==> src/hw/rtl/cdq_pkg.sv <==
// Shared constants and types for the circular deque unit.
`default_nettype none

package cdq_pkg;

  // Default number of entries the deque can hold
  localparam int unsigned DepthDefault = 8;

  // Data word width
  localparam int unsigned DataWidth = 32;

  // Request codes
  localparam logic [1:0] REQ_PUSH_BACK  = 2'd0;
  localparam logic [1:0] REQ_PUSH_FRONT = 2'd1;
  localparam logic [1:0] REQ_POP_BACK   = 2'd2;
  localparam logic [1:0] REQ_POP_FRONT  = 2'd3;

  // Per-cycle command broadcast to every cell of one chain. The near end is
  // cell 0 of the chain, the far end is its last occupied cell.
  typedef struct packed {
    logic near_push;   // shift toward the far end, insert at cell 0
    logic near_pop;    // shift toward cell 0, drop cell 0
    logic far_push;    // write the element after the last occupied cell
    logic far_pop;     // clear the last occupied cell
  } cell_ctrl_t;

endpackage

`default_nettype wire

==> src/hw/rtl/cdq_cell.sv <==
// One storage cell of a deque chain: a data word and an occupied flag.
`default_nettype none

module cdq_cell (
  input  wire logic                              clk,
  input  wire logic                              rst,
  input  wire cdq_pkg::cell_ctrl_t               ctrl,
  input  wire logic signed [cdq_pkg::DataWidth-1:0] element,
  input  wire logic signed [cdq_pkg::DataWidth-1:0] left_value,
  input  wire logic                              left_valid,
  input  wire logic signed [cdq_pkg::DataWidth-1:0] right_value,
  input  wire logic                              right_valid,
  output logic signed [cdq_pkg::DataWidth-1:0]   value,
  output logic                                   valid,
  output logic signed [cdq_pkg::DataWidth-1:0]   value_next,
  output logic                                   valid_next
);

  logic is_append;
  logic is_last;

  // This cell is the first free one, or the last occupied one
  assign is_append = left_valid & ~valid;
  assign is_last   = valid & ~right_valid;

  // Select the next contents from the neighbors or the broadcast element
  always_comb begin
    value_next = value;
    valid_next = valid;
    if (ctrl.near_push) begin
      value_next = left_value;
      valid_next = left_valid;
    end else if (ctrl.near_pop) begin
      value_next = right_value;
      valid_next = right_valid;
    end else if (ctrl.far_push && is_append) begin
      value_next = element;
      valid_next = 1'b1;
    end else if (ctrl.far_pop && is_last) begin
      valid_next = 1'b0;
    end
  end

  // Occupied flag resets; the data word does not need to
  always_ff @(posedge clk) begin
    if (rst) begin
      valid <= 1'b0;
    end else begin
      valid <= valid_next;
    end
  end

  always_ff @(posedge clk) begin
    value <= value_next;
  end

endmodule

`default_nettype wire

==> src/hw/rtl/cdq_chain.sv <==
// Row of deque cells with its near end at cell 0.
`default_nettype none

module cdq_chain #(
  parameter int unsigned DEPTH = cdq_pkg::DepthDefault
) (
  input  wire logic                              clk,
  input  wire logic                              rst,
  input  wire cdq_pkg::cell_ctrl_t               ctrl,
  input  wire logic signed [cdq_pkg::DataWidth-1:0] element,
  output logic signed [cdq_pkg::DataWidth-1:0]   head_value,
  output logic                                   head_valid,
  output logic                                   last_valid,
  output logic signed [cdq_pkg::DataWidth-1:0]   head_value_next,
  output logic                                   head_valid_next,
  output logic                                   last_valid_next
);

  logic signed [cdq_pkg::DataWidth-1:0] value      [DEPTH];
  logic                                 valid      [DEPTH];
  logic signed [cdq_pkg::DataWidth-1:0] value_next [DEPTH];
  logic                                 valid_next [DEPTH];

  // Build the row; cell 0 sees the element as its left neighbor
  for (genvar i = 0; i < DEPTH; i++) begin : g_cell
    logic signed [cdq_pkg::DataWidth-1:0] left_value;
    logic                                 left_valid;
    logic signed [cdq_pkg::DataWidth-1:0] right_value;
    logic                                 right_valid;

    if (i == 0) begin : g_first
      assign left_value = element;
      assign left_valid = 1'b1;
    end else begin : g_inner_left
      assign left_value = value[i-1];
      assign left_valid = valid[i-1];
    end

    if (i == DEPTH - 1) begin : g_last
      assign right_value = '0;
      assign right_valid = 1'b0;
    end else begin : g_inner_right
      assign right_value = value[i+1];
      assign right_valid = valid[i+1];
    end

    cdq_cell u_cell (
      .clk         (clk),
      .rst         (rst),
      .ctrl        (ctrl),
      .element     (element),
      .left_value  (left_value),
      .left_valid  (left_valid),
      .right_value (right_value),
      .right_valid (right_valid),
      .value       (value[i]),
      .valid       (valid[i]),
      .value_next  (value_next[i]),
      .valid_next  (valid_next[i])
    );
  end

  // Expose the fixed taps at both ends of the row
  assign head_value      = value[0];
  assign head_valid      = valid[0];
  assign last_valid      = valid[DEPTH-1];
  assign head_value_next = value_next[0];
  assign head_valid_next = valid_next[0];
  assign last_valid_next = valid_next[DEPTH-1];

endmodule

`default_nettype wire

==> src/hw/rtl/circular_deque_unit.sv <==
// Top level of the circular deque unit: request decode, two cell rows, result register.
`default_nettype none

// Double-ended queue of up to DEPTH signed 32-bit words. Each request pushes
// or pops at the front or the back; a push while full or a pop while empty is
// refused with ok low and leaves the contents unchanged. The contents live in
// two rows of DEPTH cells that shift in parallel: one keeps the front entry
// in its first cell, the other keeps the back entry in its first cell, so
// every value reported comes from a fixed cell and no row is ever searched.
// Each request is accepted and its result is registered on the same edge,
// and a new request is taken every cycle as long as the result register is
// empty or being drained; the cell rows update in parallel. After reset the
// deque is empty and ready at once; no clearing pass is needed.
module circular_deque_unit #(
  parameter int unsigned DEPTH = cdq_pkg::DepthDefault
) (
  input  wire logic                              clk,
  input  wire logic                              rst,
  input  wire logic                              in_valid,
  output logic                                   in_stall,
  input  wire logic [1:0]                        req_type,
  input  wire logic signed [cdq_pkg::DataWidth-1:0] element,
  output logic                                   out_valid,
  input  wire logic                              out_stall,
  output logic                                   ok,
  output logic signed [cdq_pkg::DataWidth-1:0]   popped_value,
  output logic signed [cdq_pkg::DataWidth-1:0]   front_value,
  output logic signed [cdq_pkg::DataWidth-1:0]   back_value,
  output logic                                   is_empty,
  output logic                                   is_full
);

  logic                 in_accept;
  logic                 is_push;
  logic                 req_ok;
  logic                 nonempty;
  logic                 full;
  cdq_pkg::cell_ctrl_t  front_ctrl;
  cdq_pkg::cell_ctrl_t  back_ctrl;

  logic signed [cdq_pkg::DataWidth-1:0] fr_head_value;
  logic                                 fr_head_valid;
  logic                                 fr_last_valid;
  logic signed [cdq_pkg::DataWidth-1:0] fr_head_value_next;
  logic                                 fr_head_valid_next;
  logic                                 fr_last_valid_next;
  logic signed [cdq_pkg::DataWidth-1:0] bk_head_value;
  logic                                 bk_head_valid;
  logic                                 bk_last_valid;
  logic signed [cdq_pkg::DataWidth-1:0] bk_head_value_next;

  // Hold input while a finished result waits and the consumer stalls
  assign in_stall  = out_valid & out_stall;
  assign in_accept = in_valid & ~in_stall;

  // Decide whether the request can proceed
  assign nonempty = fr_head_valid;
  assign full     = fr_last_valid;
  assign is_push  = (req_type == cdq_pkg::REQ_PUSH_BACK) ||
                    (req_type == cdq_pkg::REQ_PUSH_FRONT);
  assign req_ok   = is_push ? ~full : nonempty;

  // Issue row commands; the back row sees front and back swapped
  always_comb begin
    front_ctrl = '0;
    back_ctrl  = '0;
    if (in_accept && req_ok) begin
      case (req_type)
        cdq_pkg::REQ_PUSH_BACK: begin
          front_ctrl.far_push  = 1'b1;
          back_ctrl.near_push  = 1'b1;
        end
        cdq_pkg::REQ_PUSH_FRONT: begin
          front_ctrl.near_push = 1'b1;
          back_ctrl.far_push   = 1'b1;
        end
        cdq_pkg::REQ_POP_BACK: begin
          front_ctrl.far_pop   = 1'b1;
          back_ctrl.near_pop   = 1'b1;
        end
        cdq_pkg::REQ_POP_FRONT: begin
          front_ctrl.near_pop  = 1'b1;
          back_ctrl.far_pop    = 1'b1;
        end
        default: begin
          front_ctrl = '0;
          back_ctrl  = '0;
        end
      endcase
    end
  end

  cdq_chain #(
    .DEPTH (DEPTH)
  ) u_front_chain (
    .clk             (clk),
    .rst             (rst),
    .ctrl            (front_ctrl),
    .element         (element),
    .head_value      (fr_head_value),
    .head_valid      (fr_head_valid),
    .last_valid      (fr_last_valid),
    .head_value_next (fr_head_value_next),
    .head_valid_next (fr_head_valid_next),
    .last_valid_next (fr_last_valid_next)
  );

  cdq_chain #(
    .DEPTH (DEPTH)
  ) u_back_chain (
    .clk             (clk),
    .rst             (rst),
    .ctrl            (back_ctrl),
    .element         (element),
    .head_value      (bk_head_value),
    .head_valid      (bk_head_valid),
    .last_valid      (bk_last_valid),
    .head_value_next (bk_head_value_next),
    .head_valid_next (),
    .last_valid_next ()
  );

  // Advance the result valid flag
  always_ff @(posedge clk) begin
    if (rst) begin
      out_valid <= 1'b0;
    end else if (in_accept) begin
      out_valid <= 1'b1;
    end else if (!out_stall) begin
      out_valid <= 1'b0;
    end
  end

  // Capture the result of each accepted transaction
  always_ff @(posedge clk) begin
    if (in_accept) begin
      ok           <= req_ok;
      if (req_ok && (req_type == cdq_pkg::REQ_POP_FRONT)) begin
        popped_value <= fr_head_value;
      end else if (req_ok && (req_type == cdq_pkg::REQ_POP_BACK)) begin
        popped_value <= bk_head_value;
      end else begin
        popped_value <= '0;
      end
      front_value  <= fr_head_valid_next ? fr_head_value_next : '0;
      back_value   <= fr_head_valid_next ? bk_head_value_next : '0;
      is_empty     <= ~fr_head_valid_next;
      is_full      <= fr_last_valid_next;
    end
  end

  // Both rows must agree on whether the deque is empty
  a_rows_empty_agree: assert property (@(posedge clk) disable iff (rst)
    fr_head_valid == bk_head_valid)
    else $error("front and back rows disagree on occupancy of the first cell");

  // Both rows must agree on whether the deque is full
  a_rows_full_agree: assert property (@(posedge clk) disable iff (rst)
    fr_last_valid == bk_last_valid)
    else $error("front and back rows disagree on occupancy of the last cell");

  // A refused transaction leaves the occupancy unchanged
  a_refused_holds: assert property (@(posedge clk) disable iff (rst)
    (in_accept && !req_ok) |=>
      ($stable(fr_head_valid) && $stable(fr_last_valid)))
    else $error("refused transaction changed the deque contents");

  // Every accepted transaction produces a result in the next cycle
  a_result_follows: assert property (@(posedge clk) disable iff (rst)
    in_accept |=> out_valid)
    else $error("accepted transaction produced no result");

endmodule

`default_nettype wire
==> config.mk <==
export PLATFORM = sky130hd
export DESIGN_NAME = circular_deque_unit
export DESIGN_NICKNAME = d
export VERILOG_FILES = /design/src/hw/rtl/cdq_pkg.sv /design/src/hw/rtl/cdq_cell.sv /design/src/hw/rtl/cdq_chain.sv /design/src/hw/rtl/circular_deque_unit.sv
export SDC_FILE = /design/constraint.sdc
export NUM_CORES = 1
export LEC_CHECK = 0
export BUFFER_PORTS_ARGS = -buffer_cell sky130_fd_sc_hd__buf_2
export CORE_MARGIN = 2
export CORE_UTILIZATION = 50
export DETAILED_ROUTE_END_ITERATION = 10
export MAX_ROUTING_LAYER = met4
export PLACE_DENSITY_LB_ADDON = 0.05
export SYNTH_ARGS = -nofsm -noshare
export SYNTH_HDL_FRONTEND = slang
export SYNTH_SLANG_ARGS = --single-unit
==> constraint.sdc <==
create_clock -name clk -period 4.7 [get_ports clk]
set_input_delay 0.47 -clock clk [delete_from_list [all_inputs] [get_ports clk]]
set_output_delay 0.47 -clock clk [all_outputs]
set_load 0.01 [all_outputs]
### Word-level counts from Yosys, hierarchy flattened

Cells that the tools add are included.

| operators by class | value |
|---|---|
| equal/unequal tests | 4 |
| multiplexer cells | 123 |
| bitwise operators | 34 |
| reductions and logical operators | 65 |

Operators by type and width:

| operator | count |
|---|---|
| two-way mux 32 bit | 50 |
| two-way mux 1 bit | 71 |
| nonzero test 4 bit | 14 |
| nonzero test 3 bit | 14 |
| logical AND 1 bit | 35 |
| NOT 1 bit | 18 |
| bitwise AND 1 bit | 16 |
| two-way mux 4 bit | 2 |
| equality test 2 bit (second input constant) | 2 |
| equality test 2 x 1 -> 1 bit (second input constant) | 1 |
| zero test 2 bit | 1 |
| inequality test 2 x 1 -> 1 bit (second input constant) | 1 |
| logical OR 1 bit | 1 |

| storage, ports and cells | value |
|---|---|
| register bits after elaboration | 628 |
| output and inout port bits | 101 |

### Logic depth before layout (Yosys ltp)

| logic depth | value |
|---|---|
| depth in word-level cells | 11 |
| mapped depth | 9 |
| depth with buffers taken out | 5 |

### Cells and area by module

A second synthesis with hierarchy kept.

| unflattened totals | value |
|---|---|
| cell total of the unflattened synthesis | 3,876 |
| area total of the unflattened synthesis | 38,496.9 um^2 |

Modules (own cells, without submodules):

| module | times used | cells each | area each (um^2) |
|---|---|---|---|
| cdq_cell | 16 | 226 | 2,150.8 |
| circular_deque_unit | 1 | 256 | 4,068.9 |
| cdq_chain | 2 | 2 | 7.5 |

### Least setup slack after synthesis

No wires, ideal clock.

| timing path | value |
|---|---|
| path kind | input to register |
| start | input port in_valid |
| end | register u_front_chain.g_cell[7].u_cell.value[0] (netlist bit) (enable) |
| arrival time | 4.262 ns |
| data required time | 4.230 ns |
| path slack | -0.032 ns |
| stages on the path | 7 |
| cells stage by stage | a21bo_1 buf_6 inv_6 buf_6 nand3_2 buf_2 o31ai_1 |

| between the ends | value |
|---|---|
| word-level cells in the longest chain between the ends | 5 |

RTL lines:

| what | line | RTL |
|---|---|---|
| from (decl) | circular_deque_unit.sv:19 | `input wire logic in_valid,` |
| bitwise AND 1 bit (*) | circular_deque_unit.sv:54 | `assign in_accept = in_valid & ~in_stall;` |
| named net in_accept | circular_deque_unit.sv:33 | `logic in_accept;` |
| logical AND 1 bit (*) | circular_deque_unit.sv:67 | `if (in_accept && req_ok) begin` |
| two-way mux 4 bit (*) | circular_deque_unit.sv:67 |  |
| logical AND 1 bit | cdq_cell.sv:36 | `end else if (ctrl.far_push && is_append) begin` |
| nonzero test 3 bit (no line) (*) | n/a |  |
| to (signal assigned) | cdq_cell.sv:54 | `value <= value_next;` |
| to (decl) | cdq_cell.sv:13 | `output logic signed [cdq_pkg::DataWidth-1:0] value,` |

The timed path passes the listed nets; every way through them passes the cells marked *.
A chain may end at the register's enable or synchronous reset.

### Final worst setup path

| timing path | value |
|---|---|
| start | register out_valid |
| end | register back_value[27] (netlist bit), data pin |

| between the ends | value |
|---|---|
| word-level cells in the longest chain between the ends | 10 |

RTL lines:

| what | line | RTL |
|---|---|---|
| from (decl) | circular_deque_unit.sv:23 | `output logic out_valid,` |
| from (signal assigned) | circular_deque_unit.sv:126 | `out_valid <= 1'b0;` |
| from (signal assigned) | circular_deque_unit.sv:128 | `out_valid <= 1'b1;` |
| from (signal assigned) | circular_deque_unit.sv:130 | `out_valid <= 1'b0;` |
| bitwise AND 1 bit (*) | circular_deque_unit.sv:53 | `assign in_stall = out_valid & out_stall;` |
| NOT 1 bit (*) | circular_deque_unit.sv:54 |  |
| bitwise AND 1 bit (*) | circular_deque_unit.sv:54 |  |
| logical AND 1 bit (*) | circular_deque_unit.sv:67 |  |
| two-way mux 4 bit | circular_deque_unit.sv:67 |  |
| logical AND 1 bit | cdq_cell.sv:39 | `end else if (ctrl.far_pop && is_last) begin` |
| two-way mux 1 bit | cdq_cell.sv:39 |  |
| two-way mux 1 bit | cdq_cell.sv:36 |  |
| two-way mux 1 bit | cdq_cell.sv:33 | `end else if (ctrl.near_pop) begin` |
| two-way mux 1 bit | cdq_cell.sv:30 | `if (ctrl.near_push) begin` |
| to (signal assigned) | circular_deque_unit.sv:146 | `back_value <= fr_head_valid_next ? bk_head_value_next : '0;` |
| to (decl) | circular_deque_unit.sv:28 | `output logic signed [cdq_pkg::DataWidth-1:0] back_value,` |

Mark *: on every way between the ends. The rest lies on a longest branch, timed or not.

==> impl_results.md <==
* Result of the run: complete, no violations
* Power density over the cells at about 450 mW/mm2
* Synth cell types at 48
* Met3 GRT Util at 5.95%
* Gate count after technology mapping at around 1800
* Post-synth design cell area at 0.0265 mm2
* DIE WIDTH at 234 um
* Kind of critical path: reg -> reg
* Multi-input combinational cell area at around 0.0072 mm2
* Ports placed on the boundary at 139
* Top cell type by total area after synthesis: sky130_fd_sc_hd__edfxtp_1
* Share of the cycle needed by the critical path after routing at 66.6%
* Max Freq at 0.319 GHz
* Final sum of negative setup slack at 0 ns
* Hold buffer count at CTS at 0
* Count leader, synth: sky130_fd_sc_hd__edfxtp_1
* Number of failing hold endpoints at the final stage at 0
* Proportion of synthesized flip-flops having asynchronous set or reset at 0%
* Number of cells upsized or downsized after cts at 0
* Final Setup Violations at 0
* Peak fanout along the critical path at 57
* Average cell area after synthesis at between 10 and 15 um2
* Vias post-DR at roughly 17000
* Class of the tightest hold or removal check: in -> reg
* Part of the Yosys area used for sequential elements at about two thirds
* Worst slew margin relative to its limit at 19.8%
* Cell-by-cell listing of the critical path: a21bo_1 > inv_6 > a21oi_1 > o21a_2 > buf_4 > nor3_1
* Max Buffers Root-to-Sink at 3
* Dominant register cell in the synthesized netlist: sky130_fd_sc_hd__edfxtp_1
* First DRT Iteration DRCs at roughly 2300
* Top-area cell type share of the netlist area at ~62%
* Syn_nets at between 1500 and 2000
* Buffer type at the clock tree root: sky130_fd_sc_hd__clkbuf_16
* Yosys Warn Count at 0
* Clock slew seen by the registers of the worst setup and hold paths at about 0.06 ns
* Cell row count at 84
* Slew at the pin with the worst max-slew slack at ~1.2 ns
* Share of final-layout standard cells stronger than drive strength 1 at 15.2%
* First-pass GRT wire length at 102000 um
* Clk Latency, worst-skew pair at 0.60 ns
* Floorplan Core Area at 0.0524 mm2
* Die H at roughly 230 um
* Die outline area at around 0.055 mm2
* Setup fix buffers added after clock tree synthesis at 0
* Placed wire-length estimate after detailed placement at just over 40000 um
* Final Net Count at 1875
* Endpoint class of the critical path: flip-flop
* DR pass1 iterations at 6
* Number of enable flip-flop cells after synthesis at 547
* Number of buffers and inverters on the critical path at 2
* Number of remaining DRC errors at 0
* Pin count of the biggest net entering global routing at 225
* Area added between synthesis and finish at 11.1%
* Placer congestion estimate at around 0.84
* Met2 routing resource usage after global routing at a little over a third
* GRT Util Overall at 25.6%
* Routed wire length per instance at 26.8 um
* Antenna violations before repair at 2
* TritonCTS clock tree: yes
* Routed Wire Length at 69200 um
* Clock net sink count at 628
* Gate family responsible for the most delay along the worst path: compound AO/OA/AOI/OAI gates
* Pins over their slew limit at 0
* Effective utilization at floorplan at 50.5%
* Max stage delay cell, worst path: sky130_fd_sc_hd__o21a_2
* Number of global-route vias before repair at 15967
* RSZ-0062 raised after global routing: no
* H-tree depth at 3
* Post-synthesis register bit count at 628
* Worst Hold Slack at around 0.13 ns
* Global route hottest layer: met1
* Total of fill cells in the finished design at 4261
* Grt met1 use at between 30% and 40%
* Num CTS Buffers at 68
* Post-Route Skew at 0.0191 ns
* Most instantiated cells after synthesis: sky130_fd_sc_hd__edfxtp_1 (547), sky130_fd_sc_hd__a221o_1 (384), sky130_fd_sc_hd__nor2_1 (138), sky130_fd_sc_hd__buf_2 (96), sky130_fd_sc_hd__dfxtp_1 (81)
* CP Launch Type: flip-flop
* Data arrival time of the worst path at 3.44 ns
* Antenna Nets Post-Route at 0
* Critical Path RT at 5.01 ns
* Maximum cell stage delay along the critical path at approximately 0.79 ns
* Maximum resistive drop on vdd at between 0.2 and 0.25 mV
* Ranking of synthesized cells by area: sky130_fd_sc_hd__edfxtp_1 (62%), sky130_fd_sc_hd__a221o_1 (15%), sky130_fd_sc_hd__dfxtp_1 (6.1%)
* Leakage Power at 0.0107 uW
* Via density per instance at 6.68
* Max cap viols at 0
* Count of buffers from port buffering at 138
* Flip-flop and latch area at ~0.018 mm2
* Final critical-path required period at 3.13 ns
* Grt total ovfl at 0
==> path summary, 6_finish.rpt <==
| check | slack [ns] | cells past startpoint | start | endpoint |
|---|---|---|---|---|
| worst max register to register | 1.57 | 6 | out_valid | back_value[27] |
| worst max-delay path | 1.57 | 6 | out_valid | back_value[27] |
| worst min-delay path | 0.13 | 3 | in_valid | out_valid |
| worst min register to register | 0.53 | 2 | u_back_chain.g_cell[0].u_cell.value[17] | u_back_chain.g_cell[0].u_cell.value[17] |
==> per-layer routing <==
layer,vias up,part of all wire (%)
met2,794,44
li1,7522,-
met4,0,2.5
met5,-,0
met1,8804,44
met3,91,8.7
==> worst register-to-register path: cells and delay by family, from the launching register on <==
family          cells  cell delay [ns]
compound gates      3             1.47
buf+inv             2             0.88
flops               1             0.35
simple gates        1             0.14
==> sequential cells by signal (all words and copies together) (netlist names) <==
register,count
u_back_chain.g_cell.u_cell.value,256
u_front_chain.g_cell.u_cell.value,256
back_value,32
front_value,32
popped_value,32
u_back_chain.g_cell.u_cell.valid,8
u_front_chain.g_cell.u_cell.valid,8
is_empty,1
is_full,1
ok,1
out_valid,1
==> metrics by stage <==
| step | worst slack [ns] | instances | instance area [um2] | util, % | power [uW] |
|---|---|---|---|---|---|
| floorplan | 0.971 | 1802 | 26500 | - | 7720 |
| global placement | 1.30 | 2455 | 27300 | 52.1 | 8180 |
| detailed placement | 1.27 | 2455 | 27300 | 52.1 | 8210 |
| CTS | 1.55 | 2577 | 29400 | 56.1 | 13400 |
| global route | 1.37 | 2578 | 29400 | 56.2 | 13700 |
| finish | 1.57 | 2578 | 29400 | 56.2 | 13300 |
==> power breakdown <==
part           internal (uW)  switching, uW  total, uW
Sequential              6560            314       6870
Combinational            482            769       1250
Clock                   3000           2150       5150
==> logic make-up after synthesis <==
group	share of synthesized area, %
AO/OA/AOI/OAI	20.2
buffers and inverters	4.89
flip-flops	68.1
multiplexers	1.21
AND/OR/NAND/NOR	5.58
==> area by class of cell <==
type	instances	share of cell area, %
sequential	628	61.3
multi-input combinational	916	24.5
clock buffer	98	6.51
timing repair buffer	177	3.59
tap	688	2.92
clock inverter	24	0.616
inverter	46	0.603
antenna	1	0.00850
==> cells in the final DEF (no fill, tap or decap), types with 7 or more instances in the layout <==
| cell type | instances |
|---|---|
| sky130_fd_sc_hd__nand2_1 | 43 |
| sky130_fd_sc_hd__a21o_1 | 64 |
| sky130_fd_sc_hd__nor3_1 | 32 |
| sky130_fd_sc_hd__dfxtp_1 | 81 |
| sky130_fd_sc_hd__o21a_1 | 7 |
| sky130_fd_sc_hd__buf_4 | 33 |
| sky130_fd_sc_hd__a221oi_1 | 9 |
| sky130_fd_sc_hd__buf_2 | 138 |
| sky130_fd_sc_hd__mux2i_1 | 32 |
| sky130_fd_sc_hd__edfxtp_1 | 547 |
| sky130_fd_sc_hd__a221o_1 | 384 |
| sky130_fd_sc_hd__and2_0 | 11 |
| sky130_fd_sc_hd__o21ai_0 | 14 |
| sky130_fd_sc_hd__nor2_1 | 138 |
| sky130_fd_sc_hd__a21oi_1 | 9 |
| sky130_fd_sc_hd__o22ai_1 | 32 |
| sky130_fd_sc_hd__and2_4 | 10 |
| sky130_fd_sc_hd__a32oi_1 | 8 |
| sky130_fd_sc_hd__nand2b_1 | 9 |
| sky130_fd_sc_hd__clkbuf_16 | 71 |
| sky130_fd_sc_hd__clkbuf_1 | 23 |
| sky130_fd_sc_hd__a222oi_1 | 30 |
| sky130_fd_sc_hd__inv_1 | 44 |
| sky130_fd_sc_hd__clkinv_1 | 14 |
| sky130_fd_sc_hd__and2_1 | 44 |
(Power assumes the default switching activity.)
